--- src/buioc_pkg.sv ---
package buioc_pkg;

    localparam int TABLE_DEPTH_DEFAULT = 256;
    localparam int ID_W    = 29;
    localparam int COUNT_W = 32;
    localparam int INDEX_W = 8;
    localparam int TOTAL_W = 9;

    localparam logic [COUNT_W-1:0] COUNT_MAX = '1;

    typedef enum logic {
        CMD_OBSERVE = 1'b0,
        CMD_READ    = 1'b1
    } cmd_t;

    typedef enum logic [1:0] {
        ST_IDLE,
        ST_SCAN,
        ST_HOLD
    } seq_state_t;

    // One table slot as it travels along the ring
    typedef struct packed {
        logic [ID_W-1:0]    id;
        logic [COUNT_W-1:0] count;
    } entry_t;

    typedef struct packed {
        cmd_t               cmd;
        logic [ID_W-1:0]    frame_id;
        logic [INDEX_W-1:0] entry_index;
    } in_item_t;

    typedef struct packed {
        logic               hit;
        logic               inserted;
        logic               dropped;
        logic [INDEX_W-1:0] slot;
        logic               entry_valid;
        logic [ID_W-1:0]    entry_id;
        logic [COUNT_W-1:0] entry_count;
        logic [TOTAL_W-1:0] unique_total;
        logic [COUNT_W-1:0] frame_total;
    } out_item_t;

    // Saturating increment of a count
    function automatic logic [COUNT_W-1:0] sat_inc(input logic [COUNT_W-1:0] v);
        return (v == COUNT_MAX) ? v : v + COUNT_W'(1);
    endfunction

endpackage

--- src/buioc_cell.sv ---
module buioc_cell (
    input  logic              clk,
    input  logic              shift,
    input  buioc_pkg::entry_t nbr,
    output buioc_pkg::entry_t q
);

    buioc_pkg::entry_t q_reg;

    // Take the neighbor's slot on every ring step
    always_ff @(posedge clk)
    begin
        if (shift)
        begin
            q_reg <= nbr;
        end
    end

    assign q = q_reg;

endmodule

--- config.mk ---
export PLATFORM = sky130hd
export DESIGN_NAME = buioc_cell
export DESIGN_NICKNAME = d
export VERILOG_FILES = /design/src/buioc_pkg.sv /design/src/buioc_cell.sv
export SDC_FILE = /design/constraint.sdc
export NUM_CORES = 1
export LEC_CHECK = 0
export ABC_CLOCK_PERIOD_IN_PS = 800
export BUFFER_PORTS_ARGS = -buffer_cell sky130_fd_sc_hd__buf_2
export CORE_AREA = 2 2 82 60
export DETAILED_ROUTE_END_ITERATION = 7
export DIE_AREA = 0 0 84 62
export HOLD_SLACK_MARGIN = 0.12
export PLACE_DENSITY = 0.78
export SLEW_MARGIN = 10
export SYNTH_ARGS = -nofsm -noshare
export SYNTH_HDL_FRONTEND = slang
export SYNTH_SLANG_ARGS = --single-unit
--- constraint.sdc ---
create_clock -name clk -period 0.8 [get_ports clk]
set_input_delay 0 -clock clk [delete_from_list [all_inputs] [get_ports clk]]
set_output_delay 0 -clock clk [all_outputs]
set_load 0.05 [all_outputs]
==> results.ini <==
[power_and_ir_drop]
total_power_mw=8.13
p_leak_nw=1.57
p_per_area_nw_per_um2=2180
ir_drop_mv=1.82

[route]
wl_per_cell_um=19.1
drt_iter0_markers=34
wl_um=6130
drc=0
firstDrtPassIters=4
vias_per_cell=4.48
ant_nets=0
vias=1438

[global_routing]
grt_pass1_vias=1602
grt_max_degree=26
antenna_found_initial=0
grt_usage_pct=24.0
grt_pass1_wl_um=8590
grt_overflow_total=0

[floorplanning]
coreArea_um2=4550
rows=21
start_util_pct=40.3
die_area_um2=5210
die_w_um=84
die_h_um=62
io_pins=124

[logic_synthesis]
yosys.area.top_type=edfxtp_1
synth_seq_cells=61
syn_area_um2=1830
syn_area_per_cell_um2=30.0
syn-num-nets=124
synth_area_leaders=edfxtp_1
synth.distinct_cells=1
synth_top_area_share_pct=100
syn-instance-count=61
ys_seq_area_share_pct=100
yosysWarnings=0

[worst_setup_path]
slowest_delay_ps=440
worst_path_max_delay_cell=edfxtp_1
crit_path_end_kind=output pin
crit_arrival_ps=960
required_ps=800
criticalPathCategory=register to output pin
start_kind=register
cp_top_family=flip-flops
cp_num_buf_inv=1
crit_chain=buf_6
worst-path-stages=1
crit_fanout=1

[clocking]
clkSlewWorstSetupHoldPaths_ps=70
ctsHtreeMaxLevel=3
cts_tree=yes
cts.sinks=61
cts-buffers-inserted=9
clock-root-buffer=clkbuf_8
clock_path_buffers=2

[cells_and_area]
final_cell_mix=buf_2, dlygate4sd3_1, buf_6, edfxtp_1, clkbuf_8
areaGrowthSynthToFinish_pct=104
multi_input_area_um2=0
stdcell_count=321
antennaDiodeCount=0
mostFrequentLayoutCell=buf_2
fin_nets=322
multi_input_gates=0
largest_reg_flops=61
final_layout_size_suffix_gt1_share_pct=52.7

[sta]
rsz0062_at_grt=true
max_slew.worst_pin.slew_ps=170
slew_headroom_pct=88.7
hold_viol_final=0
finalSetupViolations=61
timing.hold.ws_ps=161
fin_crit_ps=955
fmax_ghz=1.05
setup_tns_ps=-5870
fin_ws_ps=-155
drv_slew=0
period_share_pct=119

[flow_run]
drv_cap=0

[run_status]
outcome=finished, violations left
violations=setup timing

[hold_path]
hp-class=input pin to register
holdPathStages=2

[placement]
portBuffers=123
gp_congestion=0.681
place_ws_ps=117
dp.cells=244

[cells in the mapped netlist (all sizes together)]
library cell / n
edfxtp: 61
[cell type report]
cell class / instances / area, um2
Clock buffer: 12 / 135
Clock inverter: 4 / 25.0
Fill cell: 211 / 815
Sequential cell: 61 / 1830
Tap cell: 57 / 71.3
Timing Repair Buffer: 187 / 1670
[power by group]
part | switching [mW] | internal, mW
clock | 1.14 | 1.11
sequential | 0.139 | 3.81
combinational | 1.15 | 0.778
total | 2.43 | 5.70
[stage by stage]
stage | instance area (um2) | utilization [%]
6_report | 3730 | 82.1
5_1_grt | 3730 | 82.1
4_1_cts | 3730 | 82.1
3_5_place_dp | 2580 | 56.7
3_3_place_gp | 2580 | 56.7
2_1_floorplan | 1830 | -
[timing repair]
item                                    CTS  global route
hold buffers                             61             0
setup buffers                             0             0
resized for setup                       122             0
endpoints found under the hold margin    61             0
endpoints found under the setup margin   61            61
[per-layer routing]
metal	track usage, %	share of wire [%]	up-vias
met5	0	0	-
met1	24.4	35	697
li1	-	-	644
met4	8.53	1.6	0
met3	11.2	8.5	12
met2	45.1	55	85
[kinds of logic after synthesis]
logic type	synth area share (%)
flops	100
[final timing paths]
kind | slack, ps | from | to
setup / recovery | -160 | q[24] | q[24]
hold / removal | 160 | shift | q[57]
Power figures use the tool's default switching activity.
