## config.mk

```make
export PLATFORM = sky130hd
export DESIGN_NAME = buioc_seq
export DESIGN_NICKNAME = d
export VERILOG_FILES = /design/src/buioc_pkg.sv /design/src/buioc_seq.sv
export SDC_FILE = /design/constraint.sdc
export NUM_CORES = 1
export LEC_CHECK = 0
export BUFFER_PORTS_ARGS = -buffer_cell sky130_fd_sc_hd__clkbuf_2
export CAP_MARGIN = 20
export CORE_ASPECT_RATIO = 0.75
export CORE_MARGIN = 10
export CORE_UTILIZATION = 50
export CTS_CLUSTER_SIZE = 12
export DETAILED_ROUTE_END_ITERATION = 16
export PLACE_DENSITY_LB_ADDON = 0.05
export SLEW_MARGIN = 20
export SYNTH_ARGS = -nofsm -noshare
export SYNTH_HDL_FRONTEND = slang
export SYNTH_SLANG_ARGS = --single-unit
```

## constraint.sdc

```tcl
create_clock -name clk -period 14.26 [get_ports clk]
set_input_delay 2.139 -clock clk [delete_from_list [all_inputs] [get_ports clk]]
set_output_delay 2.139 -clock clk [all_outputs]
set_load 0.01 [all_outputs]
```

## src/buioc_pkg.sv

```systemverilog
package buioc_pkg;

    localparam int TABLE_DEPTH_DEFAULT = 256;
    localparam int ID_W    = 29;
    localparam int COUNT_W = 32;
    localparam int INDEX_W = 8;
    localparam int TOTAL_W = 9;

    localparam logic [COUNT_W-1:0] COUNT_MAX = '1;

    typedef enum logic {
        CMD_OBSERVE = 1'b0,
        CMD_READ    = 1'b1
    } cmd_t;

    typedef enum logic [1:0] {
        ST_IDLE,
        ST_SCAN,
        ST_HOLD
    } seq_state_t;

    // One table slot as it travels along the ring
    typedef struct packed {
        logic [ID_W-1:0]    id;
        logic [COUNT_W-1:0] count;
    } entry_t;

    typedef struct packed {
        cmd_t               cmd;
        logic [ID_W-1:0]    frame_id;
        logic [INDEX_W-1:0] entry_index;
    } in_item_t;

    typedef struct packed {
        logic               hit;
        logic               inserted;
        logic               dropped;
        logic [INDEX_W-1:0] slot;
        logic               entry_valid;
        logic [ID_W-1:0]    entry_id;
        logic [COUNT_W-1:0] entry_count;
        logic [TOTAL_W-1:0] unique_total;
        logic [COUNT_W-1:0] frame_total;
    } out_item_t;

    // Saturating increment of a count
    function automatic logic [COUNT_W-1:0] sat_inc(input logic [COUNT_W-1:0] v);
        return (v == COUNT_MAX) ? v : v + COUNT_W'(1);
    endfunction

endpackage

```

## src/buioc_seq.sv

```systemverilog
module buioc_seq #(
    parameter int TABLE_DEPTH = buioc_pkg::TABLE_DEPTH_DEFAULT
) (
    input  logic                 clk,
    input  logic                 rst_n,
    input  logic                 in_valid,
    output logic                 in_ready,
    input  buioc_pkg::in_item_t  in_data,
    output logic                 out_valid,
    input  logic                 out_ready,
    output buioc_pkg::out_item_t out_data,
    input  buioc_pkg::entry_t    head,
    output buioc_pkg::entry_t    tail,
    output logic                 shift
);

    localparam int IDX_W  = $clog2(TABLE_DEPTH);
    localparam int USED_W = $clog2(TABLE_DEPTH + 1);

    buioc_pkg::seq_state_t state_reg, state_next;
    logic [IDX_W-1:0]      step_reg, step_next;
    logic [USED_W-1:0]     used_reg, used_next;
    logic [buioc_pkg::COUNT_W-1:0] frames_reg, frames_next;
    logic                  found_reg, found_next;
    buioc_pkg::in_item_t   item_reg, item_next;
    buioc_pkg::out_item_t  res_reg, res_next;
    buioc_pkg::out_item_t  out_reg, out_next;
    logic                  out_valid_reg, out_valid_next;

    logic                  below_used;
    logic                  at_used;
    logic                  last_step;
    logic [buioc_pkg::COUNT_W-1:0] bumped;

    assign below_used = 32'(step_reg) < 32'(used_reg);
    assign at_used    = 32'(step_reg) == 32'(used_reg);
    assign last_step  = step_reg == IDX_W'(TABLE_DEPTH - 1);
    assign bumped     = buioc_pkg::sat_inc(head.count);

    // Hold control state
    always_ff @(posedge clk or negedge rst_n)
    begin
        if (!rst_n)
        begin
            state_reg     <= buioc_pkg::ST_IDLE;
            step_reg      <= '0;
            used_reg      <= '0;
            frames_reg    <= '0;
            found_reg     <= 1'b0;
            out_valid_reg <= 1'b0;
        end
        else
        begin
            state_reg     <= state_next;
            step_reg      <= step_next;
            used_reg      <= used_next;
            frames_reg    <= frames_next;
            found_reg     <= found_next;
            out_valid_reg <= out_valid_next;
        end
    end

    // Hold payload
    always_ff @(posedge clk)
    begin
        item_reg <= item_next;
        res_reg  <= res_next;
        out_reg  <= out_next;
    end

    // Sequence one transaction over a full turn of the ring
    always_comb
    begin
        state_next     = state_reg;
        step_next      = step_reg;
        used_next      = used_reg;
        frames_next    = frames_reg;
        found_next     = found_reg;
        item_next      = item_reg;
        res_next       = res_reg;
        out_next       = out_reg;
        out_valid_next = out_valid_reg;
        tail           = head;
        shift          = 1'b0;
        in_ready       = 1'b0;

        // Drop the output once taken
        if (out_valid_reg && out_ready)
        begin
            out_valid_next = 1'b0;
        end

        unique case (state_reg)
            buioc_pkg::ST_IDLE:
            begin
                in_ready = 1'b1;
                if (in_valid)
                begin
                    item_next  = in_data;
                    step_next  = '0;
                    found_next = 1'b0;
                    res_next   = '0;
                    if (in_data.cmd == buioc_pkg::CMD_OBSERVE)
                    begin
                        frames_next = buioc_pkg::sat_inc(frames_reg);
                    end
                    else
                    begin
                        res_next.slot        = in_data.entry_index;
                        res_next.entry_valid = 32'(in_data.entry_index) < 32'(used_reg);
                    end
                    state_next = buioc_pkg::ST_SCAN;
                end
            end

            buioc_pkg::ST_SCAN:
            begin
                shift = 1'b1;
                if (item_reg.cmd == buioc_pkg::CMD_OBSERVE)
                begin
                    if (!found_reg && below_used && head.id == item_reg.frame_id)
                    begin
                        // Count a known identifier
                        tail.count           = bumped;
                        found_next           = 1'b1;
                        res_next.hit         = 1'b1;
                        res_next.slot        = 8'(step_reg);
                        res_next.entry_id    = item_reg.frame_id;
                        res_next.entry_count = bumped;
                    end
                    else if (!found_reg && at_used)
                    begin
                        // Append into the first free slot
                        tail.id              = item_reg.frame_id;
                        tail.count           = buioc_pkg::COUNT_W'(1);
                        found_next           = 1'b1;
                        used_next            = used_reg + USED_W'(1);
                        res_next.inserted    = 1'b1;
                        res_next.slot        = 8'(step_reg);
                        res_next.entry_id    = item_reg.frame_id;
                        res_next.entry_count = buioc_pkg::COUNT_W'(1);
                    end
                end
                else if (res_reg.entry_valid &&
                         32'(step_reg) == 32'(item_reg.entry_index))
                begin
                    res_next.entry_id    = head.id;
                    res_next.entry_count = head.count;
                end
                step_next = step_reg + IDX_W'(1);
                if (last_step)
                begin
                    state_next = buioc_pkg::ST_HOLD;
                end
            end

            buioc_pkg::ST_HOLD:
            begin
                // Move the result out once the output register frees up
                if (!out_valid_reg || out_ready)
                begin
                    out_next              = res_reg;
                    out_next.dropped      = (item_reg.cmd == buioc_pkg::CMD_OBSERVE) &&
                                            !found_reg;
                    out_next.unique_total = 9'(used_reg);
                    out_next.frame_total  = frames_reg;
                    out_valid_next        = 1'b1;
                    state_next            = buioc_pkg::ST_IDLE;
                end
            end

            default:
            begin
                state_next = buioc_pkg::ST_IDLE;
            end
        endcase
    end

    assign out_valid = out_valid_reg;
    assign out_data  = out_reg;

endmodule

```

==> impl_metrics.yaml, run 1 <==
synth:
  yosys.area.top_type: "edfxtp_1"
  ys.flop_type: "edfxtp_1"
  synth-edff-count: 224
  synth_top_family_by_area: "simple AND/OR/NAND/NOR gates"
  synthXorXnorAreaFrac: 0.0541
  yosysUniqueCellTypes: 63
  synthAdderAreaFrac: 0.0191
  yosysSeqAreaShare: 0.646
  async_flop_share: 0.191
  ys_ff_latch: 277
  synth_compound_area_frac: 0.0817
  synth.area.top_cells: "edfxtp_1 (54%), dfrtp_1 (11%), xnor2_1 (3.7%)"
  synth_area_per_cell_um2: 13.1
  syn-cell-area_um2: 12500
  syn_inst: 954
  synthSimpleGateAreaFrac: 0.127
  synth_fp_nets: 1076
  synthMuxAreaShare: 0.0504
  synth.top_cell.area_share: 0.539
  yosys_warnings: 0
global_routing:
  antenna_found_initial: 2
  grt_pass1_vias: 8448
  grt_max_degree: 69
  grt_use_total: 0.201
  grt_pass1_wl_um: 50500
  globalRouteOverflowTotal: 0
timing:
  relSlewSlack: 0.261
  rsz0062_at_grt: "no"
  timing_hold_violations_final: 0
  finalMaxSlewViolations: 0
  max_freq_mhz: 132
  min_period_ns: 7.55
  skew_ns: 0.0125
  worst_slew_pin_slew_ns: 1.11
  fin_setup_tns_ns: 0
  setup_viol: 0
  period_share: 0.529
route:
  vias: 8734
  totalWireLength_um: 32900
  wire_per_inst_um: 20.7
  firstDrtPassIters: 5
  viasPerCell: 5.50
  ant_nets: 0
  drc: 0
  drt-initial-drc-count: 561
hold_path:
  hp-class: "register to register"
cells_and_area:
  design_area_um2: 15100
  layout.cells.most_common_list: "clkbuf_2 (280), edfxtp_1 (224), nand2_1 (68)"
  layout.nets: 1355
  drive_gt1_frac: 0.301
  final_common_cell: "clkbuf_2"
  largest_register_ff_count: 114
  syn2layout_area_growth_pct: 20.9
  final_cells: 1587
critical_path:
  cpMaxStageDelayCell: "and4_1"
  r2r_slack_ns: 10.24
  cp_common_cell: "clkbuf_2"
  crit_path_max_incr_delay_ns: 0.99
  cp.required_ns: 12.12
  end_kind: "output port"
  worstSetupPathType: "input port to output port"
  crit_arrival_ns: 5.41
  cp_cell_sequence: "clkbuf_2, xnor2_1, nand4_1, nor4_1, and4_1, nor2_1, a211oi_1, clkbuf_2"
  cp-start-kind: "input port"
  critPathMaxFanout: 29
place:
  place_area_um2: 14200
  hpwl_um: 23900
  placed_cells: 1533
  io_buffer_count: 280
  routabilityCongestion: 0.844
clock_tree:
  post-cts-setup-buffers: 0
  cts_buffers: 28
  cts.path.max_buffers: 3
  ctsResizeCount: 0
  htree_levels: 1
  clk_pin_slew_worst_paths_ns: 0.06
  cts.sinks: 277
  clock_latency_ns: 0.54
  tritoncts: "built"
  ctsHoldBuffers: 0
  clock-root-buffer: "clkbuf_16"
die:
  rows: 49
  dieArea_um2: 31700
  fp.dieW_um: 202
  dieHeight_um: 157
  initial_utilization: 0.514
  io_pins: 281
  coreArea_um2: 24300
power:
  p_per_area_nw_per_um2: 122
  irDropWorstVdd_mv: 0.0857
  leakagePower_nw: 6.23
status:
  status: "finished clean"
run:
  maxCapViolCount: 0
-- synth_stat cells (3+ instances only) --
cell / count
edfxtp_1: 224
nand2_1: 68
nor2_1: 63
dfrtp_1: 53
xnor2_1: 52
nand3_1: 38
o21ai_0: 35
a21oi_1: 33
a21o_1: 31
nand4_1: 31
mux2_2: 30
mux2i_1: 29
clkbuf_1: 25
xor2_1: 25
inv_1: 23
ha_1: 19
or3_1: 16
and4_1: 13
and3_1: 12
nor3_1: 12
nor4_1: 12
a31oi_1: 9
buf_2: 9
or4_1: 8
a22o_1: 7
o31ai_1: 7
and2_1: 5
o211ai_1: 5
o21a_1: 5
nand2b_1: 4
buf_1: 3
buf_4: 3
nor2b_1: 3
o2111ai_1: 3
o211a_1: 3
or2_2: 3
-- report_power, final --
part	switching (mW)	internal (mW)
Clock	0.289	0.392
Combinational	0.113	0.0756
Sequential	0.0364	0.930
Total	0.438	1.40
-- metal layers --
| layer | up-vias | share of wire | routed length (µm) | GRT usage |
|---|---|---|---|---|
| met5 | - | 0.00030 | 10 | 0 |
| met1 | 4232 | 0.47 | 15400 | 0.291 |
| met4 | 2 | 0.014 | 467 | 0.0358 |
| li1 | 4162 | - | - | - |
| met3 | 40 | 0.081 | 2670 | 0.0576 |
| met2 | 298 | 0.44 | 14300 | 0.296 |
-- per-stage QoR --
step	power, mW	worst slack (ns)	utilization	hold slack, ns
after CTS	1.85	6.76	0.620	0.401
final	1.84	6.71	0.621	0.409
after floorplan	1.09	6.35	-	0.400
after global placement	1.16	6.84	0.585	0.400
after global routing	1.91	6.56	0.621	0.409
after detailed placement	1.17	6.80	0.585	0.405
-- path summary, 6_finish.rpt --
check	startpoint	cells after the start	endpoint
min reg2reg	res_reg[86]$_DFFE_PP_	0	out_data[86]$_DFFE_PP_
min in group asynchronous	rst_n	2	frames_reg[15]$_DFFE_PN0P_
max in group asynchronous	rst_n	2	used_reg[0]$_DFFE_PN0P_
max reg2reg	item_reg[9]$_DFFE_PP_	7	res_reg[47]$_DFFE_PP_
max	head[33]	8	tail[15]
min	res_reg[86]$_DFFE_PP_	0	out_data[86]$_DFFE_PP_
-- worst max-delay path, delay by kind of cell --
kind / cells / cell delay (ns)
AOI/OAI and AO/OA: 1 / 0.43
xor gates and xnor gates: 1 / 0.37
buffers and inverters: 2 / 0.31
and+or+nand+nor: 4 / 2.16
-- cell families after synthesis --
group,count (synthesis)
AO/OA/AOI/OAI,155
XOR/XNOR,77
adder cells (fa/ha/maj),19
buffers and inverters,66
flip-flops,277
multiplexers,59
AND/OR/NAND/NOR,301
-- cell type report --
class | instances | area, µm²
clock buffer | 49 | 830
antenna | 1 | 2.50
clock inverter | 3 | 26.3
sequential | 277 | 8050
inverter | 24 | 90.1
timing repair buffer | 291 | 1490
tap | 331 | 414
multi-input combinational | 611 | 4170
fill | 2012 | 9200
Power figures use the tool's default switching activity.
==> run 2: changes to the inputs <==
==> constraint.sdc (replaced) <==
create_clock -name clk -period 7.4 [get_ports clk]
set_input_delay 1.11 -clock clk [delete_from_list [all_inputs] [get_ports clk]]
set_output_delay 1.11 -clock clk [all_outputs]
set_load 0.01 [all_outputs]
==> run 2 against run 1 <==
Largest cell class unchanged. Sequential share of layout area shrank 0.13 points. Utilization up 0.15 points. Hold slack improved by 0.0077 ns. Cell count decreased by 0.13%. Count of clock-buffer cells in the layout stayed put. Global-route usage shrank 0.13 points. Register-to-register slack worse by 6.8 ns. Largest power group unchanged. Setup slack got worse by 4.7 ns. Critical endpoint unchanged. Critical path depth unchanged. Sequential power rose by 92%. Clock power grew 97%.
==> impl_metrics.yaml, run 2 (synthesized netlist as in run 1, its figures left out) <==
route:
  viasPerCell: 5.49
  drc: 0
  vias: 8695
  totalWireLength_um: 32800
  drt-initial-drc-count: 586
  ant_nets: 0
  firstDrtPassIters: 5
  wire_per_inst_um: 20.7
global_routing:
  grt_max_degree: 75
  grt_pass1_vias: 8448
  globalRouteOverflowTotal: 0
  grt_pass1_wl_um: 50300
  grt_use_total: 0.199
  antenna_found_initial: 0
power:
  p_per_area_nw_per_um2: 236
  irDropWorstVdd_mv: 0.170
  leakagePower_nw: 6.24
hold_path:
  min_from: "res_reg[101]$_DFFE_PP_"
  hp-class: "register to register"
  min_path_cells: 0
  min_to: "out_data[101]$_DFFE_PP_"
clock_tree:
  tritoncts: "built"
  htree_levels: 1
  ctsResizeCount: 0
  clk_pin_slew_worst_paths_ns: 0.06
  post-cts-setup-buffers: 0
  clock-root-buffer: "clkbuf_16"
  clock_latency_ns: 0.54
  ctsHoldBuffers: 0
  cts.sinks: 277
  cts_buffers: 28
  cts.path.max_buffers: 3
critical_path:
  reg2regPathDepth: 8
  worstSetupPathType: "input port to output port"
  crit_start: "head[33]"
  critPathMaxFanout: 29
  cpMaxStageDelayCell: "and4_1"
  r2r_slack_ns: 3.45
  end_kind: "output port"
  worstReg2RegEnd: "res_reg[52]$_DFFE_PP_"
  cp-start-kind: "input port"
  crit_arrival_ns: 4.28
  r2r_start: "item_reg[9]$_DFFE_PP_"
  cp.required_ns: 6.29
  cp_cell_sequence: "clkbuf_2, xnor2_1, nand4_1, nor4_1, and4_1, nor2_1, a211oi_1, clkbuf_2"
  crit_path_max_incr_delay_ns: 0.98
  cp_common_cell: "clkbuf_2"
timing:
  period_share: 0.729
  skew_ns: 0.0120
  min_period_ns: 5.39
  max_freq_mhz: 185
  setup_viol: 0
  timing_hold_violations_final: 0
  worst_slew_pin_slew_ns: 1.10
  rsz0062_at_grt: "no"
  fin_setup_tns_ns: 0
  relSlewSlack: 0.268
  finalMaxSlewViolations: 0
die:
  dieArea_um2: 31700
  initial_utilization: 0.514
  coreArea_um2: 24300
  fp.dieW_um: 202
  dieHeight_um: 157
  rows: 49
  io_pins: 281
place:
  routabilityCongestion: 0.840
  io_buffer_count: 280
  hpwl_um: 24100
  place_area_um2: 14200
cells_and_area:
  largest_register_ff_count: 114
  layout.nets: 1354
  drive_gt1_frac: 0.300
  syn2layout_area_growth_pct: 21.2
  final_common_cell: "clkbuf_2"
  design_area_um2: 15100
  diodes: 0
  layout.cells.most_common_list: "clkbuf_2 (280), edfxtp_1 (224), nand2_1 (68)"
status:
  status: "finished clean"
run:
  maxCapViolCount: 0
## run 2: changes by cell type in the layout (fill, tap and decap cells not counted)
cell	delta
buf_8	-1
bufinv_16	+1
clkbuf_1	+1
buf_16	+2
diode_2	-1
clkbuf_8	-1
buf_4	-2
clkinv_2	-1
## run 2: how the worst max path moves through the flow
stage / endpoint / slack [ns] / depth (start not counted)
global placement: tail[20] / 2.12 / 8
detailed placement: tail[20] / 2.06 / 8
finish: tail[15] / 2.01 / 8
floorplan: out_data[0]$_DFFE_PP_ / 0.52 / 2
CTS: tail[20] / 2.04 / 8
global route: tail[15] / 1.93 / 8
## run 2: power by group
part | leakage, nW | total (mW) | internal, mW | switching [mW]
clock | 0.419 | 1.34 | 0.781 | 0.559
sequential | 2.76 | 1.86 | 1.79 | 0.0688
combinational | 3.07 | 0.361 | 0.147 | 0.214
total | 6.24 | 3.56 | 2.72 | 0.842
## run 2: critical path: cells and delay by family
family / cells / cell delay (ns)
simple gates: 4 / 2.09
compound gates: 1 / 0.42
xor+xnor: 1 / 0.35
buf+inv: 2 / 0.31
## run 2: layout make-up
type                            instances  area [µm²]
Tap cell                              331         414
Clock inverter                          3        51.3
Inverter                               24        90.1
Fill cell                            1980        9160
Timing Repair Buffer                  290        1520
Multi-Input combinational cell        611        4170
Sequential cell                       277        8050
Clock buffer                           49         820
## run 2: metal layers
layer,share of wire,vias up,GRT usage
met5,0,-,0
met4,0.012,0,0.0330
met3,0.083,31,0.0613
met2,0.44,292,0.296
met1,0.47,4217,0.285
li1,-,4155,-
## run 2: metrics by stage
step                total power [mW]  utilization  hold slack, ns  instances  worst slack [ns]
global route                    3.72        0.623           0.424       1585              1.93
CTS                             3.60        0.621           0.418       1584              2.04
finish                          3.56        0.623           0.417       1585              2.01
floorplan                       2.10            -           0.400        954             0.524
global placement                2.24        0.584           0.400       1531              2.12
detailed placement              2.25        0.585           0.405       1532              2.06
